### src/rtl/asd_pkg.sv
package asd_pkg;

  localparam int ADDR_W      = 64;
  localparam int READING_W   = 32;
  localparam int CNT_FIELD_W = 4;

  typedef struct packed {
    logic [ADDR_W-1:0]           sender_addr_high;
    logic [ADDR_W-1:0]           sender_addr_low;
    logic signed [READING_W-1:0] reading;
  } in_t;

  typedef struct packed {
    logic                        accepted;
    logic                        new_sender;
    logic signed [READING_W-1:0] average;
    logic                        average_valid;
    logic [CNT_FIELD_W-1:0]      nonzero_count;
  } out_t;

  typedef enum logic [2:0] {
    ST_IDLE,
    ST_READ,
    ST_COMPARE,
    ST_DECIDE,
    ST_UPDATE,
    ST_DIVIDE,
    ST_DONE
  } state_t;

  typedef struct packed {
    logic latch;
    logic compare;
    logic admit;
    logic reject;
    logic ring_write;
    logic div_step;
    logic load_out;
  } cmd_t;

  typedef struct packed {
    logic walk_done;
    logic found;
    logic full;
    logic div_done;
    logic out_free;
  } sts_t;

endpackage

### src/rtl/asd_ram.sv
module asd_ram #(
  parameter int WIDTH = 32,
  parameter int DEPTH = 16,
  localparam int AW = (DEPTH > 1) ? $clog2(DEPTH) : 1
) (
  input  logic             clk,
  input  logic             we,
  input  logic [AW-1:0]    waddr,
  input  logic [WIDTH-1:0] wdata,
  input  logic [AW-1:0]    raddr,
  output logic [WIDTH-1:0] rdata
);

  logic [WIDTH-1:0] mem [DEPTH];

  always_ff @(posedge clk) begin
    if (we) begin
      mem[waddr] <= wdata;
    end
    rdata <= mem[raddr];
  end

endmodule

### src/rtl/asd_ctrl.sv
module asd_ctrl (
  input  logic          clk,
  input  logic          rst,
  input  logic          in_valid,
  output logic          in_ready,
  output asd_pkg::cmd_t cmd,
  input  asd_pkg::sts_t sts
);
  import asd_pkg::*;

  state_t state;
  state_t state_next;

  always_ff @(posedge clk) begin
    if (rst) begin
      state <= ST_IDLE;
    end else begin
      state <= state_next;
    end
  end

  always_comb begin
    state_next = state;
    unique case (state)
      ST_IDLE: begin
        if (in_valid) state_next = ST_READ;
      end
      ST_READ: begin
        if (sts.walk_done || sts.found) state_next = ST_DECIDE;
        else state_next = ST_COMPARE;
      end
      ST_COMPARE: begin
        state_next = ST_READ;
      end
      ST_DECIDE: begin
        if (!sts.found && sts.full) state_next = ST_DONE;
        else state_next = ST_UPDATE;
      end
      ST_UPDATE: begin
        state_next = ST_DIVIDE;
      end
      ST_DIVIDE: begin
        if (sts.div_done) state_next = ST_DONE;
      end
      ST_DONE: begin
        if (sts.out_free) state_next = ST_IDLE;
      end
      default: state_next = ST_IDLE;
    endcase
  end

  always_comb begin
    cmd      = '0;
    in_ready = 1'b0;
    unique case (state)
      ST_IDLE: begin
        in_ready  = 1'b1;
        cmd.latch = in_valid;
      end
      ST_COMPARE: begin
        cmd.compare = 1'b1;
      end
      ST_DECIDE: begin
        if (!sts.found && sts.full) begin
          cmd.reject = 1'b1;
        end else begin
          cmd.admit = !sts.found;
        end
      end
      ST_UPDATE: begin
        cmd.ring_write = 1'b1;
      end
      ST_DIVIDE: begin
        cmd.div_step = !sts.div_done;
      end
      ST_DONE: begin
        cmd.load_out = sts.out_free;
      end
      default: begin
        cmd = '0;
      end
    endcase
  end

endmodule

### src/rtl/asd_datapath.sv
module asd_datapath #(
  parameter int MAX_SENDERS   = 10,
  parameter int WINDOW_LENGTH = 10
) (
  input  logic          clk,
  input  logic          rst,
  input  asd_pkg::in_t  in_data,
  input  asd_pkg::cmd_t cmd,
  output asd_pkg::sts_t sts,
  output logic          out_valid,
  input  logic          out_ready,
  output asd_pkg::out_t out_data
);
  import asd_pkg::*;

  localparam int SAW = (MAX_SENDERS > 1) ? $clog2(MAX_SENDERS) : 1;
  localparam int SCW = $clog2(MAX_SENDERS + 1);
  localparam int RAW = (WINDOW_LENGTH > 1) ? $clog2(WINDOW_LENGTH) : 1;
  localparam int CW  = $clog2(WINDOW_LENGTH + 1);
  localparam int SW  = READING_W + $clog2(WINDOW_LENGTH);
  localparam int DSW = $clog2(SW + 1);
  localparam int KW  = 2 * ADDR_W;

  in_t                         req;
  logic [SCW-1:0]              idx;
  logic                        found;
  logic                        added;
  logic                        rejected;
  logic [SCW-1:0]              sender_count;
  logic [RAW-1:0]              write_slot;
  logic [WINDOW_LENGTH-1:0]    ring_valid;
  logic signed [SW-1:0]        win_sum;
  logic [CW-1:0]               win_count;
  logic                        sum_neg;
  logic [SW-1:0]               div_q;
  logic [CW-1:0]               div_r;
  logic [DSW-1:0]              div_n;

  logic [KW-1:0]               tbl_rdata;
  logic [READING_W-1:0]        ring_rdata;
  logic signed [READING_W-1:0] old_val;
  logic signed [SW-1:0]        win_sum_next;
  logic [CW-1:0]               win_count_next;
  logic [CW:0]                 rem_shift;
  logic [CW:0]                 div_ext;
  logic                        q_bit;
  logic [SW-1:0]               quot_signed;

  asd_ram #(.WIDTH(KW), .DEPTH(MAX_SENDERS)) u_sender_ram (
    .clk   (clk),
    .we    (cmd.admit),
    .waddr (sender_count[SAW-1:0]),
    .wdata ({req.sender_addr_high, req.sender_addr_low}),
    .raddr (idx[SAW-1:0]),
    .rdata (tbl_rdata)
  );

  asd_ram #(.WIDTH(READING_W), .DEPTH(WINDOW_LENGTH)) u_ring_ram (
    .clk   (clk),
    .we    (cmd.ring_write),
    .waddr (write_slot),
    .wdata (req.reading),
    .raddr (write_slot),
    .rdata (ring_rdata)
  );

  // Slots never written read as zero.
  assign old_val = ring_valid[write_slot] ? $signed(ring_rdata) : '0;

  assign win_sum_next   = win_sum - SW'(old_val) + SW'(req.reading);
  assign win_count_next = win_count - CW'(old_val != '0) + CW'(req.reading != '0);

  assign rem_shift   = {div_r, div_q[SW-1]};
  assign div_ext     = {1'b0, win_count};
  assign q_bit       = (rem_shift >= div_ext);
  assign quot_signed = sum_neg ? (~div_q + SW'(1)) : div_q;

  always_comb begin
    sts.walk_done = (idx >= sender_count);
    sts.found     = found;
    sts.full      = (sender_count == SCW'(MAX_SENDERS));
    sts.div_done  = (div_n == DSW'(SW));
    sts.out_free  = !out_valid || out_ready;
  end

  always_ff @(posedge clk) begin
    if (rst) begin
      sender_count <= '0;
      write_slot   <= '0;
      ring_valid   <= '0;
      win_sum      <= '0;
      win_count    <= '0;
      out_valid    <= 1'b0;
    end else begin
      if (cmd.admit) begin
        sender_count <= sender_count + SCW'(1);
      end
      if (cmd.ring_write) begin
        ring_valid[write_slot] <= 1'b1;
        win_sum                <= win_sum_next;
        win_count              <= win_count_next;
        if (write_slot == RAW'(WINDOW_LENGTH - 1)) write_slot <= '0;
        else write_slot <= write_slot + RAW'(1);
      end
      if (cmd.load_out) out_valid <= 1'b1;
      else if (out_ready) out_valid <= 1'b0;
    end
  end

  always_ff @(posedge clk) begin
    if (cmd.latch) begin
      req      <= in_data;
      idx      <= '0;
      found    <= 1'b0;
      added    <= 1'b0;
      rejected <= 1'b0;
    end
    if (cmd.compare) begin
      if (tbl_rdata == {req.sender_addr_high, req.sender_addr_low}) found <= 1'b1;
      idx <= idx + SCW'(1);
    end
    if (cmd.admit) added <= 1'b1;
    if (cmd.reject) rejected <= 1'b1;
    // Load the divider with the magnitude of the new window sum.
    if (cmd.ring_write) begin
      sum_neg <= win_sum_next[SW-1];
      div_q   <= win_sum_next[SW-1] ? SW'(-win_sum_next) : SW'(win_sum_next);
      div_r   <= '0;
      div_n   <= '0;
    end
    if (cmd.div_step) begin
      div_r <= q_bit ? CW'(rem_shift - div_ext) : rem_shift[CW-1:0];
      div_q <= {div_q[SW-2:0], q_bit};
      div_n <= div_n + DSW'(1);
    end
    if (cmd.load_out) begin
      if (rejected || win_count == '0) begin
        out_data.average       <= '0;
        out_data.average_valid <= 1'b0;
      end else begin
        out_data.average       <= $signed(quot_signed[READING_W-1:0]);
        out_data.average_valid <= 1'b1;
      end
      out_data.accepted      <= !rejected;
      out_data.new_sender    <= added && !rejected;
      out_data.nonzero_count <= rejected ? '0 : CNT_FIELD_W'(win_count);
    end
  end

endmodule

### src/rtl/admitted_sender_window_average.sv
// Each request is taken, then the table walk scans S sender entries; a request whose
// sender is unknown while the table is full is rejected, else the window is updated and
// the bit-serial divider runs SW = 32 + clog2(WINDOW_LENGTH) steps before the result is loaded.
// The table walk and the bit-serial divider set the rate; no new request is taken until
// the last result is loaded. The next request is taken while the result waits in its
// register. Reset (synchronous): table and window empty, no result.
module admitted_sender_window_average #(
  parameter int MAX_SENDERS   = 10,
  parameter int WINDOW_LENGTH = 10
) (
  input  logic          clk,
  input  logic          rst,
  input  logic          in_valid,
  output logic          in_ready,
  input  asd_pkg::in_t  in_data,
  output logic          out_valid,
  input  logic          out_ready,
  output asd_pkg::out_t out_data
);
  import asd_pkg::*;

  cmd_t cmd;
  sts_t sts;

  asd_ctrl u_ctrl (
    .clk      (clk),
    .rst      (rst),
    .in_valid (in_valid),
    .in_ready (in_ready),
    .cmd      (cmd),
    .sts      (sts)
  );

  asd_datapath #(
    .MAX_SENDERS   (MAX_SENDERS),
    .WINDOW_LENGTH (WINDOW_LENGTH)
  ) u_datapath (
    .clk       (clk),
    .rst       (rst),
    .in_data   (in_data),
    .cmd       (cmd),
    .sts       (sts),
    .out_valid (out_valid),
    .out_ready (out_ready),
    .out_data  (out_data)
  );

endmodule

### config.mk
export PLATFORM = sky130hd
export DESIGN_NAME = admitted_sender_window_average
export DESIGN_NICKNAME = d
export VERILOG_FILES = /design/src/rtl/asd_pkg.sv /design/src/rtl/asd_ram.sv /design/src/rtl/asd_ctrl.sv /design/src/rtl/asd_datapath.sv /design/src/rtl/admitted_sender_window_average.sv
export SDC_FILE = /design/constraint.sdc
export NUM_CORES = 2
export LEC_CHECK = 0
export BUFFER_PORTS_ARGS = -buffer_cell sky130_fd_sc_hd__buf_2
export CORE_UTILIZATION = 50
export CTS_CLUSTER_DIAMETER = 120
export DETAILED_ROUTE_END_ITERATION = 10
export PLACE_DENSITY = 0.69
export REMOVE_ABC_BUFFERS = 1
export SYNTH_ARGS = -nofsm -noshare
export SYNTH_HDL_FRONTEND = slang
export SYNTH_SLANG_ARGS = --single-unit
### constraint.sdc
create_clock -name clk -period 5.5 [get_ports clk]
set_input_delay 0.275 -clock clk [delete_from_list [all_inputs] [get_ports clk]]
set_output_delay 0.275 -clock clk [all_outputs]
set_load 0.02 [all_outputs]
# ---- Word-level counts from Yosys, hierarchy flattened
# Memories as Yosys holds them, arrays and structs flattened. A register that Yosys moved wholly into a read port is not among the register bits.
# Index checks and enable logic that the tools add are counted.
dict set report totals {
  register_bits 315
  ram_bits 1600
  in_bits 164
  out_inout_bits 41
  elab_cells 115
  memories 2
}
dict set report classes {
  add_sub_neg 11
  magnitude_cmp 4
  eq_ne 13
  n_mux 42
  bitwise_logic 2
  reduce_logical 18
}
# memory depth width read_ports rd_clocked_by_memory_dff wr line_no
set mem_list {}
lappend mem_list {u_datapath.u_sender_ram.mem 10 128 1 1 1 asd_ram.sv:14} ;# logic [WIDTH-1:0] mem [DEPTH];
lappend mem_list {u_datapath.u_ring_ram.mem 10 32 1 1 1 asd_ram.sv:14}
# op count
set ops {}
lappend ops {{== test 128 bit} 1}
lappend ops {{2-to-1 mux 36 bit} 3}
lappend ops {{2-to-1 mux 32 bit} 2}
lappend ops {{nonzero test 32 bit} 2}
lappend ops {{adder 36 x 32 -> 36 bit} 1}
lappend ops {{negation 36 bit} 1}
lappend ops {{subtractor 36 x 32 -> 36 bit} 1}
lappend ops {{adder 32 x 1 -> 32 bit, second input constant} 1}
lappend ops {{inverter 32 bit} 1}
lappend ops {{2-to-1 mux 4 bit} 6}
lappend ops {{2-to-1 mux 1 bit} 21}
lappend ops {{one-hot mux 3 bit (7 select lines)} 1}
lappend ops {{adder 4 x 1 -> 4 bit, second input constant} 3}
lappend ops {{2-to-1 mux 6 bit} 2}
lappend ops {{OR 10 bit} 1}
lappend ops {{== test 3 bit, second input constant} 3}
lappend ops {{2-to-1 mux 3 bit} 3}
lappend ops {{== test 4 bit, second input constant} 2}
lappend ops {{adder 6 x 1 -> 6 bit, second input constant} 1}
lappend ops {{== test 3 x 2 -> 1 bit, second input constant} 2}
lappend ops {{== test 6 bit, second input constant} 1}
lappend ops {{nonzero test 2 bit} 3}
lappend ops {{>= comparator 5 x 4 -> 1 bit} 1}
lappend ops {{< comparator 4 x 5 -> 1 bit, second input constant} 1}
lappend ops {{17 further kinds} 26}

# ---- Depth between registers and ports, before layout
dict set report logic_depth {
  depth_word 9
  depth_mapped 24
  depth_no_buf 19
}

# ---- Hierarchy
# From an unflattened synthesis, not the netlist that was laid out.
dict set report hier_totals {
  hier_cells 5135
  hier_area_um2 84175.7
}
# module instances cells_each area_each_um2 seq_area_each_um2
set modules_own_cells {}
lappend modules_own_cells {{asd_ram (u_datapath.u_sender_ram)} 1 2735 52669.3 40999.3}
lappend modules_own_cells {asd_datapath 1 1669 17952.2 8748.4}
lappend modules_own_cells {{asd_ram (u_datapath.u_ring_ram)} 1 698 13290.2 10249.8}
lappend modules_own_cells {asd_ctrl 1 33 264.0 60.1}

# ---- Worst setup path after synthesis
# No wires, ideal clock.
dict set report synth_timing {
  path_kind {reg2reg}
  from {register u_datapath.write_slot[0]}
  to {register u_datapath.div_q[34], data pin}
  setup_ps 274
  arrival_time_ps 4976
  required_time_ps 5226
  setup_slack_ps 250
  stages_incl_launch_ff 22
  path_buffers 2
  synth_period_minus_slack_ps 5250
  cell_sequence {dfxtp_1 buf_2 mux4_2 mux2i_1 o32ai_1 clkbuf_1 and2_1 ha_1 inv_1 ha_1 fa_1 a21o_1 a311o_1 and2_4 o41ai_4 xor2_2 nand4_1 nor4_2 nand4_1 nor4_1 or3_1 a31oi_1}
}
dict set report synth_between {
  elab_chain_cells 9
}
# element line_no
set synth_lines {}
lappend synth_lines {{from (decl)} asd_datapath.sv:30} ;# logic [RAW-1:0] write_slot;
lappend synth_lines {{from (signal assigned)} asd_datapath.sv:103} ;# else write_slot <= write_slot + RAW'(1);
lappend synth_lines {{binary-select mux 1 bit (select 4 bit) (*)} asd_datapath.sv:68} ;# assign old_val = ring_valid[write_slot] ? $signed(ring_rdata) : '0;
lappend synth_lines {{2-to-1 mux 1 bit (implied by the code) (*)} asd_datapath.sv:68}
lappend synth_lines {{2-to-1 mux 32 bit (*)} asd_datapath.sv:68}
lappend synth_lines {{subtractor 36 x 32 -> 36 bit (*)} asd_datapath.sv:70} ;# assign win_sum_next = win_sum - SW'(old_val) + SW'(req.reading);
lappend synth_lines {{adder 36 x 32 -> 36 bit (*)} asd_datapath.sv:70}
lappend synth_lines {{negation 36 bit} asd_datapath.sv:127} ;# div_q <= win_sum_next[SW-1] ? SW'(-win_sum_next) : SW'(win_sum_next);
lappend synth_lines {{2-to-1 mux 36 bit (*)} asd_datapath.sv:127}
lappend synth_lines {{2-to-1 mux 36 bit (*)} asd_datapath.sv:125} ;# if (cmd.ring_write) begin
lappend synth_lines {{2-to-1 mux 36 bit (*)} asd_datapath.sv:131} ;# if (cmd.div_step) begin
lappend synth_lines {{to (signal assigned)} asd_datapath.sv:127}
lappend synth_lines {{to (signal assigned)} asd_datapath.sv:133} ;# div_q <= {div_q[SW-2:0], q_bit};
lappend synth_lines {{to (decl)} asd_datapath.sv:35} ;# logic [SW-1:0] div_q;
# Every way passes the cells marked *; elsewhere a longest branch is shown, timed or not. The select of a mux whose other input is x is not followed.
# A chain may end at the register's enable or synchronous reset.

# ---- Worst setup path in the final report
# Ends and elaborated chain as after synthesis.

==> results.yml <==
run_status:
  outcome: "finished clean"
critical_path:
  cp_top_family: "compound AO/OA/AOI/OAI gates"
  path_cells: "mux4_2, mux2i_2, o32ai_2, buf_6, buf_4, buf_4, and2_1, fa_1, inv_1, ha_1, buf_4, a21oi_1, o21ai_0, nor2_1, o21a_1, nor2_1, or4_1, a31o_1, a21oi_1, xnor2_1, or3_1, a31oi_1"
  cpMostUsedCell: "buf_4"
  rrSetupSlack_ns: 0.15
  endpoint: "u_datapath.div_q[34]$_DFFE_PP_"
  critPathKind: "reg -> reg"
  crit_required_ns: 6.15
  slowest_delay_ns: 0.52
  path_max_fanout: 13
  reg2reg_depth: 22
  cp.buffers_inverters: 5
  arrival_ns: 6.01
  worstSetupPathDepth: 22
  r2r-start: "u_datapath.write_slot[0]$_SDFFE_PP0N_"
  end_kind: "flip-flop"
  r2r_end: "u_datapath.div_q[34]$_DFFE_PP_"
  startpoint_type: "flip-flop"
  startpoint: "u_datapath.write_slot[0]$_SDFFE_PP0N_"
  cp_slowest_cell: "mux4_2"
synthesis:
  synth_seq_area_share_pct: 73.9
  synthDistinctLibCells: 71
  async_reset_ff_share_pct: 0
  ys_ff_latch: 2075
  synth.avg_cell_area_um2: 17.8
  syn_inst: 4565
  synth_warnings: 0
  synthFlopType: "edfxtp_1"
  synth_edf_count: 1850
  synthesis.area_um2: 81300
grt:
  grt_overflow: 0
  antenna_found_initial: 9
  grt_max_degree: 174
  grtUsageTotal_pct: 21.0
  grt_pass1_wl_um: 258000
  grt_pass1_vias: 42600
clocking:
  clk_pin_slew_ns: 0.07
  cts.sink_count: 2075
  cts_root_buffer: "clkbuf_16"
  htreeDepth: 4
  insertion_delay_ns: 0.83
  tritoncts: "built"
  cts_buffer_depth: 3
  numCtsBuffers: 202
layout:
  syn2layout_area_growth_pct: 16.8
  fin_util_pct: 59.0
  layout.nets: 5395
  n_fill_cell: 11800
  stdcell_area_um2: 95000
  drive_gt1_share_pct: 21.6
timing:
  fin_crit_ns: 5.35
  fin_crit_sh_pct: 97.4
  worstMarginPinSlew_ns: 1.20
  max_freq_ghz: 0.187
  setup_ws_ns: 0.145
  skew_ns: 0.0599
  hold_viol: 0
  slew_headroom_pct: 19.6
  finalMaxSlewViolations: 0
  setup_viol: 0
  rsz0062_at_grt: "true"
die:
  ios: 205
  rows: 147
  die_area_um2: 164000
  initial_core_util_pct: 50.5
  die_w_um: 405
  core_um2: 161000
  fp.dieH_um: 405
placement:
  dp_slack_ns: 0.0135
  portBuffers: 204
  dpl_cell_area_um2: 86100
  dp.final_hpwl_um: 93800
  gp_congestion: 0.848
routing:
  drt_wl_total_um: 172000
  post_drt_via_cell_ratio: 5.59
  drc: 0
  dr.pass1.iters: 7
  ant_nets: 0
  drtIter0Drc: 3631
  avgRoutedWirePerCell_um: 23.0
  vias: 41800
flow_run:
  drv_cap: 0
worst_hold_path:
  hold_class: "in -> reg"
pwr:
  power.density_cell_area_nw_per_um2: 400
  p_leak_uw: 0.0315
  max-vdd-ir-drop_v: 0.000379
==> worst reg2reg max path, stage by stage, from the launching register on <==
cell	delay (ns)
dfxtp_4	0.38
mux4_2	0.52
mux2i_2	0.19
o32ai_2	0.13
buf_6	0.15
buf_4	0.15
buf_4	0.16
and2_1	0.18
fa_1	0.47
inv_1	0.04
ha_1	0.28
buf_4	0.16
a21oi_1	0.26
o21ai_0	0.16
nor2_1	0.11
o21a_1	0.19
nor2_1	0.08
or4_1	0.52
a31o_1	0.24
a21oi_1	0.17
xnor2_1	0.12
or3_1	0.36
a31oi_1	0.17
==> layer usage <==
layer  vias up  routed length, um  global-route usage [%]
met4         8               3750                    5.71
met2      1156              83500                    34.1
met1     21500              75100                    29.5
met5         -                 57                       0
li1      18900                  -                       -
met3       225               9340                    3.32
==> cell type report <==
cell class	instances	area, um^2	area share (%)
Sequential cell	2075	60100	63.3
Multi-Input combinational cell	2102	20200	21.2
Clock buffer	268	5510	5.81
Timing Repair Buffer	584	4580	4.82
Tap cell	2160	2700	2.85
Clock inverter	114	1280	1.35
Inverter	171	649	0.684
Antenna cell	1	2.50	0.00264
==> synthesized netlist by cell type, drive strengths merged, types with 39 or more instances <==
library cell | number | area [um^2]
ha | 58 | 726
o21ai | 57 | 285
and2 | 44 | 278
nor2b | 171 | 1070
buf | 63 | 253
a21oi | 277 | 1390
inv | 171 | 642
dfxtp | 225 | 4500
xor2 | 77 | 682
edfxtp | 1850 | 55600
nand2 | 124 | 465
nand4 | 47 | 300
clkbuf | 154 | 578
nor2 | 180 | 676
xnor2 | 159 | 1390
nor4 | 39 | 272
mux2i | 166 | 1660
a211oi | 178 | 1350
mux4 | 322 | 7250
==> per-stage QoR <==
step,std cells,total power [uW],hold slack (ns),setup TNS [ns]
finish,7475,38000,0.0718,0
global route,7474,39400,0.0801,-0.465
detailed placement,6914,24100,0.448,0
global placement,6914,24000,0.441,0
CTS,7461,38100,0.0356,0
floorplan,4348,23200,0.344,-1873.18
==> power by group <==
part | switching (uW) | internal [uW] | leakage [uW]
combinational | 2840 | 2620 | 0.00960
clock | 5890 | 8070 | 0.00330
sequential | 543 | 18000 | 0.0186
total | 9270 | 28700 | 0.0315
==> registers in the layout (all words and copies together), names as in the netlist, 3 cells and up <==
name,cells
u_datapath.idx,4
u_datapath.u_sender_ram.rdata,128
u_datapath.u_ring_ram.rdata,32
u_datapath.div_q,36
u_datapath.ring_valid,10
u_datapath.req,160
u_datapath.out_data,39
u_datapath.sender_count,4
u_datapath.win_count,4
u_datapath.div_r,4
u_datapath.u_sender_ram.mem,1280
u_datapath.win_sum,36
u_ctrl.state,3
u_datapath.div_n,6
u_datapath.u_ring_ram.mem,320
u_datapath.write_slot,4
==> cells by family (layout without fill, tap and decap cells) <==
family | after synthesis | in the layout | share of synthesized area, %
flip-flops | 2075 | 2075 | 73.9
AND/OR/NAND/NOR | 693 | 693 | 4.45
AO/OA/AOI/OAI | 589 | 589 | 4.50
multiplexers | 489 | 489 | 11.0
buffers and inverters | 388 | 1137 | 1.81
XOR/XNOR | 236 | 236 | 2.55
adder cells (fa/ha/maj) | 95 | 95 | 1.80
other | 0 | 1 | 0
==> worst min path at each step <==
stage / startpoint / to / slack, ns / depth (start not counted)
2_1_floorplan: rst / u_ctrl.state[2]$_SDFFE_PP0P_ / 0.34 / 1
3_3_place_gp: u_datapath.win_count[2]$_SDFFE_PP0N_ / u_datapath.win_count[2]$_SDFFE_PP0N_ / 0.44 / 2
3_5_place_dp: u_datapath.win_sum[8]$_SDFFE_PP0N_ / u_datapath.win_sum[8]$_SDFFE_PP0N_ / 0.45 / 2
4_1_cts: out_ready / u_datapath.out_valid$_SDFFE_PP0P_ / 0.04 / 3
5_1_grt: rst / u_datapath.win_sum[29]$_SDFFE_PP0N_ / 0.08 / 3
6_report: rst / u_datapath.win_sum[34]$_SDFFE_PP0N_ / 0.07 / 3
==> placed cells by master (no fill, tap or decap), types with 36 or more instances in the layout <==
master,n
inv_1,167
mux4_2,322
o21ai_0,42
fa_1,36
edfxtp_1,1850
dfxtp_1,221
nor2_1,172
mux2i_1,165
xnor2_1,157
a21oi_1,269
nand4_1,46
xor2_1,75
clkbuf_1,46
buf_4,192
ha_1,52
clkbuf_16,203
a211oi_1,172
nor2b_1,170
nand2_1,123
dlygate4sd3_1,161
buf_2,204
==> what timing repair did <==
action	in CTS	in global routing
hold buffers	161	0
resized for setup	3	67
endpoints found under the hold margin	164	0
cloned	0	1
pin swaps	5	24
endpoints found under the setup margin	8	35
setup buffers	4	12
Power figures use the tool's default switching activity.
